===== src/hdl/assert_macros.svh =====
`ifndef ASSERT_MACROS_SVH
`define ASSERT_MACROS_SVH

// Same-cycle implication, checked on every rising edge outside reset
`define APMS_ASSERT_NOW(label, clk, rst_n, ante, cons) \
  label: assert property (@(posedge clk) disable iff (!rst_n) (ante) |-> (cons)) \
    else $error("apms same-cycle check failed");

// Next-cycle implication, checked on every rising edge outside reset
`define APMS_ASSERT_NEXT(label, clk, rst_n, ante, cons) \
  label: assert property (@(posedge clk) disable iff (!rst_n) (ante) |=> (cons)) \
    else $error("apms next-cycle check failed");

`endif


===== src/hdl/apms_pkg.sv =====
`default_nettype none

package apms_pkg;

  // Field widths
  localparam int SCORE_BITS  = 16;
  localparam int LENGTH_BITS = 16;
  localparam int MAPQ_W      = 6;

  // Derived widths
  localparam int SUM_W  = SCORE_BITS + 1;               // two mate scores
  localparam int QUO_W  = LENGTH_BITS;                  // floor(3*(len+1)/5)
  localparam int D_W    = LENGTH_BITS + 1;              // summed range
  localparam int FX_W   = 27;                           // fraction bits
  localparam int PROD_W = D_W + FX_W;                   // range * fraction
  localparam int WIDE_W = ((SUM_W > D_W) ? SUM_W : D_W) + 2;
  localparam int CMP_W  = WIDE_W + FX_W;

  // Divide by five through a reciprocal: exact for x < 2^(SHIFT-2)
  localparam int X_W     = LENGTH_BITS + 2;
  localparam int SHIFT   = LENGTH_BITS + 4;
  localparam int RECIP_W = SHIFT - 1;
  localparam int QPROD_W = X_W + RECIP_W;
  localparam logic [RECIP_W-1:0] RECIP5 =
    RECIP_W'(((64'd1 << SHIFT) + 64'd4) / 64'd5);

  // Threshold fractions, value K / 2^27
  localparam int FX_NUM = 13;
  localparam int FXI_01  = 0;
  localparam int FXI_02  = 1;
  localparam int FXI_03  = 2;
  localparam int FXI_04  = 3;
  localparam int FXI_05  = 4;
  localparam int FXI_06  = 5;
  localparam int FXI_07  = 6;
  localparam int FXI_08  = 7;
  localparam int FXI_09  = 8;
  localparam int FXI_084 = 9;
  localparam int FXI_068 = 10;
  localparam int FXI_088 = 11;
  localparam int FXI_067 = 12;

  localparam logic [FX_W-1:0] FX_TAB [FX_NUM] = '{
    27'd13421773,  27'd26843546,  27'd40265320,  27'd53687092,
    27'd67108864,  27'd80530640,  27'd93952408,  27'd107374184,
    27'd120795952, 27'd112742888, 27'd91268056,  27'd118111600,
    27'd89925880
  };

  typedef enum logic [1:0] {
    SRC_NONE = 2'd0,
    SRC_ONE  = 2'd1,
    SRC_TWO  = 2'd2
  } src_t;

  typedef struct packed {
    logic signed [SCORE_BITS-1:0] score_src1_mate1;
    logic signed [SCORE_BITS-1:0] score_src1_mate2;
    logic signed [SCORE_BITS-1:0] score_src2_mate1;
    logic signed [SCORE_BITS-1:0] score_src2_mate2;
    logic [LENGTH_BITS-1:0]       length_mate1;
    logic [LENGTH_BITS-1:0]       length_mate2;
    logic                         is_paired;
  } in_item_t;

  typedef struct packed {
    src_t              chosen_source;
    logic [MAPQ_W-1:0] mapq;
    logic              keep;
  } out_item_t;

  // Winner / runner-up pair handed to the grading pipeline
  typedef struct packed {
    src_t                    choice;
    logic signed [SUM_W-1:0] best;
    logic signed [SUM_W-1:0] second;
    logic [D_W-1:0]          range;
  } pair_t;

  // Graded result handed back to the top level
  typedef struct packed {
    src_t              choice;
    logic [MAPQ_W-1:0] mapq;
  } grade_t;

endpackage

`default_nettype wire


===== src/hdl/apms_grade.sv =====
`default_nettype none

module apms_grade
  import apms_pkg::*;
(
  input  wire logic   clk,
  input  wire logic   rst_n,
  input  wire logic   pair_valid,
  input  wire pair_t  pair,
  output logic        grade_valid,
  output grade_t      grade
);

  // v >= range * K / 2^27, exactly; negative v never passes
  function automatic logic at_least(input logic signed [WIDE_W-1:0] v,
                                    input logic [PROD_W-1:0] p);
    logic [CMP_W-1:0] lhs;
    logic [CMP_W-1:0] rhs;
    lhs = {1'b0, v[WIDE_W-2:0], {FX_W{1'b0}}};
    rhs = CMP_W'(p);
    return !v[WIDE_W-1] && (lhs >= rhs);
  endfunction

  // ---------------- stage C: distances and scaled thresholds
  logic signed [WIDE_W-1:0] best_e, second_e, range_e;
  logic signed [WIDE_W-1:0] abs_best, abs_second, low_sum;
  logic signed [WIDE_W-1:0] over_nxt, gap_nxt;
  logic [PROD_W-1:0]        prod_nxt [FX_NUM];

  logic                     c_valid_r;
  src_t                     c_choice_r;
  logic signed [WIDE_W-1:0] c_over_r, c_gap_r;
  logic                     c_top_r, c_low_r, c_nz_r;
  logic [PROD_W-1:0]        c_prod_r [FX_NUM];

  always_comb begin
    best_e     = WIDE_W'(pair.best);
    second_e   = WIDE_W'(pair.second);
    range_e    = $signed(WIDE_W'(pair.range));
    abs_best   = best_e[WIDE_W-1] ? -best_e : best_e;
    abs_second = second_e[WIDE_W-1] ? -second_e : second_e;
    over_nxt   = best_e + range_e;
    gap_nxt    = (abs_best > abs_second) ? abs_best - abs_second : abs_second - abs_best;
    low_sum    = second_e + range_e;
  end

  for (genvar i = 0; i < FX_NUM; i++) begin : g_prod
    assign prod_nxt[i] = PROD_W'(pair.range) * PROD_W'(FX_TAB[i]);
  end

  always_ff @(posedge clk) begin
    if (!rst_n) begin
      c_valid_r <= 1'b0;
    end else begin
      c_valid_r <= pair_valid;
    end
    c_choice_r <= pair.choice;
    c_over_r   <= over_nxt;
    c_gap_r    <= gap_nxt;
    c_top_r    <= (pair.best == '0);
    c_low_r    <= low_sum[WIDE_W-1];
    c_nz_r     <= (gap_nxt != '0);
    c_prod_r   <= prod_nxt;
  end

  // ---------------- stage D: threshold compares
  logic   d_valid_r;
  src_t   d_choice_r;
  logic   d_top_r, d_low_r, d_nz_r;
  logic   o08_r, o07_r, o06_r, o05_r, o04_r, o03_r;
  logic   o084_r, o068_r, o088_r, o067_r;
  logic   g09_r, g08_r, g07_r, g06_r, g05_r, g04_r, g03_r, g02_r, g01_r;

  always_ff @(posedge clk) begin
    if (!rst_n) begin
      d_valid_r <= 1'b0;
    end else begin
      d_valid_r <= c_valid_r;
    end
    d_choice_r <= c_choice_r;
    d_top_r    <= c_top_r;
    d_low_r    <= c_low_r;
    d_nz_r     <= c_nz_r;
    o08_r      <= at_least(c_over_r, c_prod_r[FXI_08]);
    o07_r      <= at_least(c_over_r, c_prod_r[FXI_07]);
    o06_r      <= at_least(c_over_r, c_prod_r[FXI_06]);
    o05_r      <= at_least(c_over_r, c_prod_r[FXI_05]);
    o04_r      <= at_least(c_over_r, c_prod_r[FXI_04]);
    o03_r      <= at_least(c_over_r, c_prod_r[FXI_03]);
    o084_r     <= at_least(c_over_r, c_prod_r[FXI_084]);
    o068_r     <= at_least(c_over_r, c_prod_r[FXI_068]);
    o088_r     <= at_least(c_over_r, c_prod_r[FXI_088]);
    o067_r     <= at_least(c_over_r, c_prod_r[FXI_067]);
    g09_r      <= at_least(c_gap_r, c_prod_r[FXI_09]);
    g08_r      <= at_least(c_gap_r, c_prod_r[FXI_08]);
    g07_r      <= at_least(c_gap_r, c_prod_r[FXI_07]);
    g06_r      <= at_least(c_gap_r, c_prod_r[FXI_06]);
    g05_r      <= at_least(c_gap_r, c_prod_r[FXI_05]);
    g04_r      <= at_least(c_gap_r, c_prod_r[FXI_04]);
    g03_r      <= at_least(c_gap_r, c_prod_r[FXI_03]);
    g02_r      <= at_least(c_gap_r, c_prod_r[FXI_02]);
    g01_r      <= at_least(c_gap_r, c_prod_r[FXI_01]);
  end

  // ---------------- stage E: MAPQ decision tree
  logic [MAPQ_W-1:0] q;

  always_comb begin
    q = 6'd0;
    if (d_choice_r == SRC_NONE) begin
      q = 6'd0;
    end else if (d_low_r) begin
      // runner-up scored below the floor
      if      (o08_r) q = 6'd42;
      else if (o07_r) q = 6'd40;
      else if (o06_r) q = 6'd24;
      else if (o05_r) q = 6'd23;
      else if (o04_r) q = 6'd8;
      else if (o03_r) q = 6'd3;
      else            q = 6'd0;
    end else if (g09_r) begin
      q = d_top_r ? 6'd39 : 6'd33;
    end else if (g08_r) begin
      q = d_top_r ? 6'd38 : 6'd27;
    end else if (g07_r) begin
      q = d_top_r ? 6'd37 : 6'd26;
    end else if (g06_r) begin
      q = d_top_r ? 6'd36 : 6'd22;
    end else if (g05_r) begin
      if      (d_top_r) q = 6'd35;
      else if (o084_r)  q = 6'd25;
      else if (o068_r)  q = 6'd16;
      else              q = 6'd5;
    end else if (g04_r) begin
      if      (d_top_r) q = 6'd34;
      else if (o084_r)  q = 6'd21;
      else if (o068_r)  q = 6'd14;
      else              q = 6'd4;
    end else if (g03_r) begin
      if      (d_top_r) q = 6'd32;
      else if (o088_r)  q = 6'd18;
      else if (o067_r)  q = 6'd15;
      else              q = 6'd3;
    end else if (g02_r) begin
      if      (d_top_r) q = 6'd31;
      else if (o088_r)  q = 6'd17;
      else if (o067_r)  q = 6'd11;
      else              q = 6'd0;
    end else if (g01_r) begin
      if      (d_top_r) q = 6'd30;
      else if (o088_r)  q = 6'd12;
      else if (o067_r)  q = 6'd7;
      else              q = 6'd0;
    end else if (d_nz_r) begin
      q = o067_r ? 6'd6 : 6'd2;
    end else begin
      q = o067_r ? 6'd1 : 6'd0;
    end
  end

  assign grade_valid  = d_valid_r;
  assign grade.choice = d_choice_r;
  assign grade.mapq   = q;

endmodule

`default_nettype wire


===== src/hdl/alignment_pair_mapq_select.sv =====
`default_nettype none
`include "assert_macros.svh"

// The result strobe follows the edge that accepts the item through the input,
// divide, select, scale, compare and result registers.
// Throughput: one item per cycle; busy stays low and the receiver cannot stall.
// Reset: synchronous, active low; clears the pipeline valid bits and sets
// min_mapq to 0.

module alignment_pair_mapq_select_core
  import apms_pkg::*;
(
  input  wire logic        clk,
  input  wire logic        rst_n,
  // item input
  input  wire logic        start,
  output logic             busy,
  input  wire in_item_t    in_item,
  // result output
  output logic             out_valid,
  output out_item_t        out_item,
  // configuration
  input  wire logic        cfg_valid,
  output logic             cfg_ready,
  input  wire logic [MAPQ_W-1:0] cfg_min_mapq
);

  assign busy      = 1'b0;
  assign cfg_ready = 1'b1;

  // ---------------- configuration register
  logic [MAPQ_W-1:0] min_mapq_r;

  always_ff @(posedge clk) begin
    if (!rst_n) begin
      min_mapq_r <= '0;
    end else if (cfg_valid && cfg_ready) begin
      min_mapq_r <= cfg_min_mapq;
    end
  end

  // ---------------- input register
  logic     in_valid_r;
  in_item_t in_r;

  always_ff @(posedge clk) begin
    if (!rst_n) begin
      in_valid_r <= 1'b0;
    end else begin
      in_valid_r <= start && !busy;
    end
    in_r <= in_item;
  end

  // ---------------- stage A: score sums and per-mate floors
  logic signed [SCORE_BITS-1:0] m2_src1, m2_src2;
  logic [LENGTH_BITS-1:0]       len2;
  logic [LENGTH_BITS:0]         lp1_1, lp1_2;
  logic [X_W-1:0]               x1, x2;
  logic [QPROD_W-1:0]           qp1, qp2;
  logic signed [SUM_W-1:0]      s1_nxt, s2_nxt;

  always_comb begin
    m2_src1 = in_r.is_paired ? in_r.score_src1_mate2 : '0;
    m2_src2 = in_r.is_paired ? in_r.score_src2_mate2 : '0;
    len2    = in_r.length_mate2;
    s1_nxt  = SUM_W'(in_r.score_src1_mate1) + SUM_W'(m2_src1);
    s2_nxt  = SUM_W'(in_r.score_src2_mate1) + SUM_W'(m2_src2);
    // 3*(len+1), then divide by five
    lp1_1   = {1'b0, in_r.length_mate1} + 1'b1;
    lp1_2   = {1'b0, len2} + 1'b1;
    x1      = {lp1_1, 1'b0} + {1'b0, lp1_1};
    x2      = {lp1_2, 1'b0} + {1'b0, lp1_2};
    qp1     = QPROD_W'(x1) * QPROD_W'(RECIP5);
    qp2     = QPROD_W'(x2) * QPROD_W'(RECIP5);
  end

  logic                    a_valid_r;
  logic signed [SUM_W-1:0] a_s1_r, a_s2_r;
  logic [QUO_W-1:0]        a_q1_r, a_q2_r;

  always_ff @(posedge clk) begin
    if (!rst_n) begin
      a_valid_r <= 1'b0;
    end else begin
      a_valid_r <= in_valid_r;
    end
    a_s1_r <= s1_nxt;
    a_s2_r <= s2_nxt;
    a_q1_r <= qp1[SHIFT +: QUO_W];
    a_q2_r <= in_r.is_paired ? qp2[SHIFT +: QUO_W] : '0;
  end

  // ---------------- stage B: winner selection and range
  pair_t pair_nxt;

  always_comb begin
    pair_nxt.range = D_W'(a_q1_r) + D_W'(a_q2_r);
    if (a_s1_r > a_s2_r) begin
      pair_nxt.choice = SRC_ONE;
      pair_nxt.best   = a_s1_r;
      pair_nxt.second = a_s2_r;
    end else if (a_s2_r > a_s1_r) begin
      pair_nxt.choice = SRC_TWO;
      pair_nxt.best   = a_s2_r;
      pair_nxt.second = a_s1_r;
    end else begin
      pair_nxt.choice = SRC_NONE;
      pair_nxt.best   = a_s1_r;
      pair_nxt.second = a_s2_r;
    end
  end

  logic  b_valid_r;
  pair_t b_pair_r;

  always_ff @(posedge clk) begin
    if (!rst_n) begin
      b_valid_r <= 1'b0;
    end else begin
      b_valid_r <= a_valid_r;
    end
    b_pair_r <= pair_nxt;
  end

  // ---------------- grading pipeline
  logic   grade_valid;
  grade_t grade;

  apms_grade u_grade (
    .clk         (clk),
    .rst_n       (rst_n),
    .pair_valid  (b_valid_r),
    .pair        (b_pair_r),
    .grade_valid (grade_valid),
    .grade       (grade)
  );

  // ---------------- result register
  logic      out_valid_r;
  out_item_t out_r, out_nxt;

  always_comb begin
    out_nxt.chosen_source = grade.choice;
    out_nxt.mapq          = grade.mapq;
    out_nxt.keep          = (grade.choice != SRC_NONE) && (grade.mapq >= min_mapq_r);
  end

  always_ff @(posedge clk) begin
    if (!rst_n) begin
      out_valid_r <= 1'b0;
    end else begin
      out_valid_r <= grade_valid;
    end
    out_r <= out_nxt;
  end

  assign out_valid = out_valid_r;
  assign out_item  = out_r;

  // ---------------- checks
  `APMS_ASSERT_NEXT(a_accept_enters, clk, rst_n, start && !busy, in_valid_r)
  `APMS_ASSERT_NOW(a_tie_zero, clk, rst_n, out_valid && (out_item.chosen_source == SRC_NONE),
                   (out_item.mapq == '0) && !out_item.keep)
  `APMS_ASSERT_NOW(a_mapq_range, clk, rst_n, out_valid, out_item.mapq <= 6'd42)
  `APMS_ASSERT_NOW(a_keep_has_winner, clk, rst_n, out_valid && out_item.keep,
                   (out_item.chosen_source == SRC_ONE) || (out_item.chosen_source == SRC_TWO))

endmodule

`default_nettype wire

===== config.mk =====
export PLATFORM = sky130hd
export DESIGN_NAME = alignment_pair_mapq_select_core
export DESIGN_NICKNAME = d
export VERILOG_FILES = /design/src/hdl/apms_pkg.sv /design/src/hdl/apms_grade.sv /design/src/hdl/alignment_pair_mapq_select.sv
export VERILOG_INCLUDE_DIRS = /design/src /design/src/hdl
export SDC_FILE = /design/constraint.sdc
export NUM_CORES = 2
export LEC_CHECK = 0
export ABC_AREA = 1
export BUFFER_PORTS_ARGS = -buffer_cell sky130_fd_sc_hd__clkbuf_2
export CAP_MARGIN = 40
export CORE_UTILIZATION = 45
export DETAILED_ROUTE_END_ITERATION = 6
export PLACE_DENSITY = 0.62
export SYNTH_ARGS = -nofsm -noshare
export SYNTH_HDL_FRONTEND = slang
export SYNTH_SLANG_ARGS = --single-unit

===== constraint.sdc =====
create_clock -name clk -period 12.7 [get_ports clk]
set_input_delay 2.54 -clock clk [delete_from_list [all_inputs] [get_ports clk]]
set_output_delay 2.54 -clock clk [all_outputs]
set_load 0.1 [all_outputs]

## Word-level counts from Yosys, hierarchy flattened

Index checks and enable logic that the tools add are counted.

| cells by class | value |
|---|---|
| add/sub/neg operators | 13 |
| multipliers | 14 |
| order comparisons | 23 |
| multiplexer cells | 46 |
| reduce and logical (&&, ||, !) cells | 26 |

Operators by type and width:

| cell | number |
|---|---|
| $ge A45 B44 Y1 | 11 |
| $mul A17 B24 Y41 const B | 8 |
| $ge A45 B43 Y1 | 6 |
| $mux W6 | 30 |
| $mul A17 B23 Y40 const B | 4 |
| $mul A18 B16 Y34 const B | 2 |
| $mux W19 | 3 |
| $add A16 B16 Y17 | 3 |
| $ge A45 B41 Y1 | 1 |
| $ge A45 B42 Y1 | 1 |
| $add A17 B18 Y19 | 2 |
| $neg A17 Y19 | 2 |
| $sub A19 B19 Y19 | 2 |
| $add A18 B17 Y18 | 2 |
| $mux W36 | 1 |
| $add A16 B1 Y17 const B | 2 |
| $gt A17 B17 Y1 | 2 |
| $mux W34 | 1 |
| $mux W16 | 2 |
| $logic_and A1 B1 Y1 | 20 |
| $gt A19 B19 Y1 | 1 |
| $reduce_bool A19 Y1 | 1 |
| $logic_not A17 Y1 | 1 |
| $mux W4 | 3 |
| other kinds (8) | 11 |

| storage, ports and cells | value |
|---|---|
| register bits after elaboration | 809 |
| bits of input ports | 107 |
| output and inout port bits | 12 |
| logic and storage cells | 189 |

## Logic depth before layout (Yosys ltp)

| depth | value |
|---|---|
| depth after elaboration | 16 |
| gate-level depth with buffers | 41 |
| mapped depth without buffers | 41 |

## Modules after synthesis

A second synthesis with hierarchy kept.

| second synthesis, totals | value |
|---|---|
| cell total of the unflattened synthesis | 9490 |
| area, all modules | 77663.2 sq um |

Modules (own cells, without submodules):

| module | instances | cells an instance | area each (sq um) | seq. area each (sq um) |
|---|---|---|---|---|
| apms_grade | 1 | 6908 | 56111.3 | 7026.7 |
| alignment_pair_mapq_select_core | 1 | 2582 | 21551.9 | 4704.5 |

## Worst setup path after synthesis

No wires, ideal clock.

| timing | value |
|---|---|
| kind | flip-flop to flip-flop |
| start point | reg in_r[17] (netlist name) |
| end point | reg a_q1_r[14] |
| setup time | 118 ps |
| arrival | 6812 ps |
| required time | 12582 ps |
| setup slack | 5770 ps |
| stages on the path, launching flop included | 29 |
| path buffers | 0 |
| period minus slack after synthesis | 6930 ps |
| cells stage by stage | dfxtp_1 -> ha_1 -> xor2_1 -> inv_1 -> fa_1 -> o21ai_0 -> a21o_1 -> xor2_1 -> inv_1 -> ha_1 -> inv_1 -> fa_1 -> inv_1 -> fa_1 -> fa_1 -> fa_1 -> inv_1 -> fa_1 -> inv_1 -> ha_1 -> a21oi_1 -> inv_1 -> a21oi_1 -> inv_1 -> a21oi_1 -> nor3_1 -> a2111oi_0 -> nand2_1 -> xor2_1 |

| on the way | value |
|---|---|
| cells in the longest elaborated chain, start to end | 3 |

RTL lines:

| element | line | text |
|---|---|---|
| start, declared | alignment_pair_mapq_select.sv:44 | `in_item_t in_r;` |
| start signal, assigned | alignment_pair_mapq_select.sv:52 | `in_r <= in_item;` |
| $add A16 B1 Y17 | alignment_pair_mapq_select.sv:70 | `lp1_1 = {1'b0, in_r.length_mate1} + 1'b1;` |
| $add A18 B17 Y18 | alignment_pair_mapq_select.sv:72 | `x1 = {lp1_1, 1'b0} + {1'b0, lp1_1};` |
| $mul A18 B16 Y34 | alignment_pair_mapq_select.sv:74 | `qp1 = QPROD_W'(x1) * QPROD_W'(RECIP5);` |
| net qp1[34] | alignment_pair_mapq_select.sv:60 | `logic [QPROD_W-1:0] qp1, qp2;` |
| end signal, assigned | alignment_pair_mapq_select.sv:90 | `a_q1_r <= qp1[SHIFT +: QUO_W];` |
| end, declared | alignment_pair_mapq_select.sv:80 | `logic [QUO_W-1:0] a_q1_r, a_q2_r;` |

The timed path passes the listed nets, and every way through them passes these cells.
A chain may end at the register's enable or synchronous reset.

## Final worst setup path

| timing | value |
|---|---|
| start point | reg in_r (netlist bit len2[0]) |
| end point | reg a_q2_r[12] |

| on the way | value |
|---|---|
| cells in the longest elaborated chain, start to end | 3 |

RTL lines:

| element | line | text |
|---|---|---|
| $add A16 B1 Y17 | alignment_pair_mapq_select.sv:71 | `lp1_2 = {1'b0, len2} + 1'b1;` |
| $add A18 B17 Y18 | alignment_pair_mapq_select.sv:73 | `x2 = {lp1_2, 1'b0} + {1'b0, lp1_2};` |
| $mul A18 B16 Y34 | alignment_pair_mapq_select.sv:75 | `qp2 = QPROD_W'(x2) * QPROD_W'(RECIP5);` |
| end signal, assigned | alignment_pair_mapq_select.sv:91 | `a_q2_r <= in_r.is_paired ? qp2[SHIFT +: QUO_W] : '0;` |
| end, declared | alignment_pair_mapq_select.sv:80 |  |

Every way passes these cells.

==> run_results.csv <==
group,metric,value,unit
outcome,status,"finished, violations left",
outcome,violations,"DRC",
routing,vias,61317,
logic_synthesis,synth_xor_xnor_area_share,0.0527,
logic_synthesis,synth_edf_count,0,
setup_path,max_stage_delay,0.55,ns
clocking,clockRootBuffer,"clkbuf_16",
logic_synthesis,synth_common_cells,"1852 x inv_1, 1534 x ha_1, 1166 x nand2_1",
die,die_h,410,µm
sta,finalSetupTns,0,ns
clocking,ctsResizeCount,0,
logic_synthesis,synth-simple-area-share,0.127,
clocking,cts-htree-levels,3,
logic_synthesis,yosys_warnings,0,
setup_path,path_max_fanout,9,
logic_synthesis,yosysMostFrequentCell,"inv_1",
logic_synthesis,synth_top_area_frac,0.256,
setup_path,worst_setup_path_start_kind,"flip-flop",
logic_synthesis,ys_ff_latch,586,
logic_synthesis,synthCells,8841,
sta,period_minus_slack,8.08,ns
clocking,postCtsSetupRepairBufs,0,
logic_synthesis,synthFlopType,"dfxtp_1",
clocking,cts_buffer_depth,3,
clocking,numCtsBuffers,72,
sta,rsz0062_at_grt,"false",
setup_path,endpoint_kind,"flip-flop",
placed_design,placed_area,0.0787,mm²
global_route,overflow,0,
sta,min_period_over_period,0.636,
logic_synthesis,synth_top_cell_by_area,"ha_1",
die,die_w,410,µm
global_route,grt_pass1_wl,396000,µm
sta,tightest_slew,0.973,ns
final_layout,drive_gt1_frac,0.0430,
placed_design,numPortBuffers,116,
setup_path,cp.required,13.30,ns
die,std_cell_rows,149,
sta,relSlewSlack,0.351,
logic_synthesis,synth_mux_area_frac,0,
clocking,cts_sinks,586,
routing,drcViolationCount,27,
min_path,min_from,"b_pair_r[51]",
routing,drtIter0Drc,4659,
global_route,grt_antenna_before_repair,11,
routing,viasPerCell,5.42,
job,max_cap_violations,0,
sta,setup_viol,0,
sta,whs,0.323,ns
final_layout,finalNetCount,11481,
final_layout,fin_area,0.0814,mm²
placed_design,dp_hpwl,231000,µm
logic_synthesis,synth_fa_ha_area_frac,0.466,
sta,final_max_slew_viol_count,0,
clocking,postCtsHoldBufs,0,
clocking,clkTransAtPathRegs,0.06,ns
sta,layout_setup_ws,4.62,ns
global_route,grt.total_usage,0.317,
routing,wl_per_cell,23.6,µm
placed_design,place.gp.congestion,1.08,
setup_path,worstSetupStartpoint,"len2[0]",
logic_synthesis,ys_types,64,
placed_design,pre_cts_ws,4.58,ns
die,ios,119,
clocking,clk_latency,0.76,ns
sta,max_freq,124,MHz
die,coreArea,0.165,mm²
final_layout,syn_to_final_growth,8.39,%
logic_synthesis,avgSynthCellArea,8.49,µm²
setup_path,r2r_start,"len2[0]",
sta,finalHoldViolations,0,
logic_synthesis,synth_seq_area_share,0.156,
logic_synthesis,synth_area_leaders,"ha_1 26%, fa_1 21%, dfxtp_1 16%",
global_route,grt_pass1_vias,62562,
clocking,cts_tree,"done",
logic_synthesis,syn_area,0.0751,mm²
setup_path,cp.arrival,8.68,ns
logic_synthesis,synth_top_family_by_area,"adder cells",
routing,drtPass1Iterations,7,
sta,skew,0.0505,ns
routing,wl,267000,µm
min_path,hp-class,"reg -> reg",
logic_synthesis,synth-compound-area-share,0.102,
die,start_util,0.454,
routing,ant_nets,0,
setup_path,crit_type,"reg -> reg",
setup_path,crit_path_top_delay_cell,"fa_1",
die,dieArea,0.168,mm²
logic_synthesis,async_reset_ff_frac,0,
global_route,grt_max_degree,45,
## area by class of cell
cell class	count	area, µm²
fillers	16067	84000
inverters	1865	7000
repair buffers	173	1090
clock inverters	42	656
flip-flops and latches	586	11700
clock buffers	88	1960
diodes	14	35.0
multi-input cells	6353	56200
well taps	2189	2740
## flip-flops by register name, summed over array words and instances, names as in the netlist, 17 cells and up
register / flops
a_s2_r: 17
u_grade.c_over_r: 19
u_grade.c_gap_r: 19
b_pair_r: 53
u_grade.c_prod_r: 282
in_r: 81
a_s1_r: 17
## layout by cell type (no fill, tap or decap), drive strengths merged, types with 131 or more instances in the layout
cell	Yosys	final
dfxtp	586	586
xor2	315	315
clkbuf	27	204
nand3	236	236
nand2	1189	1189
inv	1864	1870
xnor2	131	131
nor2	503	503
o21ai	349	349
fa	789	789
a21oi	624	624
ha	1534	1534
## worst max-delay path, delay by kind of cell (launching register included)
kind            cells  cell delay [ns]
simple gates       13             1.49
flops               1             0.49
fa+ha+maj           9             3.77
compound gates      9             1.67
buf+inv             7             0.51
## metrics by stage
| step | utilization | instances |
|---|---|---|
| global route | 0.492 | 11306 |
| finish | 0.492 | 11310 |
| floorplan | - | 8847 |
| global placement | 0.475 | 11155 |
| CTS | 0.492 | 11296 |
| detailed placement | 0.476 | 11166 |
## kinds of logic (layout without fill, tap and decap cells)
family          after synthesis  in the layout
other cells                   2             22
simple gates               2235           2235
fa+ha+maj                  2323           2323
buf+inv                    1908           2168
xor+xnor                    446            446
flops                       586            586
compound gates             1341           1341
## worst paths after layout
check / to / slack (ns) / depth (start not counted)
max: a_q2_r[12] / 4.62 / 38
min: u_grade.c_choice_r[0] / 0.32 / 0
max reg2reg: a_q2_r[12] / 4.62 / 38
min reg2reg: u_grade.c_choice_r[0] / 0.32 / 0
## metal layers
layer / part of all wire / vias to the layer above / track usage
li1: - / 29149 / -
met1: 0.43 / 29493 / 0.407
met2: 0.45 / 2114 / 0.504
met3: 0.067 / 557 / 0.0558
met4: 0.062 / 4 / 0.175
met5: 0.00010 / - / 0
Power is not shown: default switching activity piles up to over one toggle a cycle in this logic, so the estimate is an artifact.
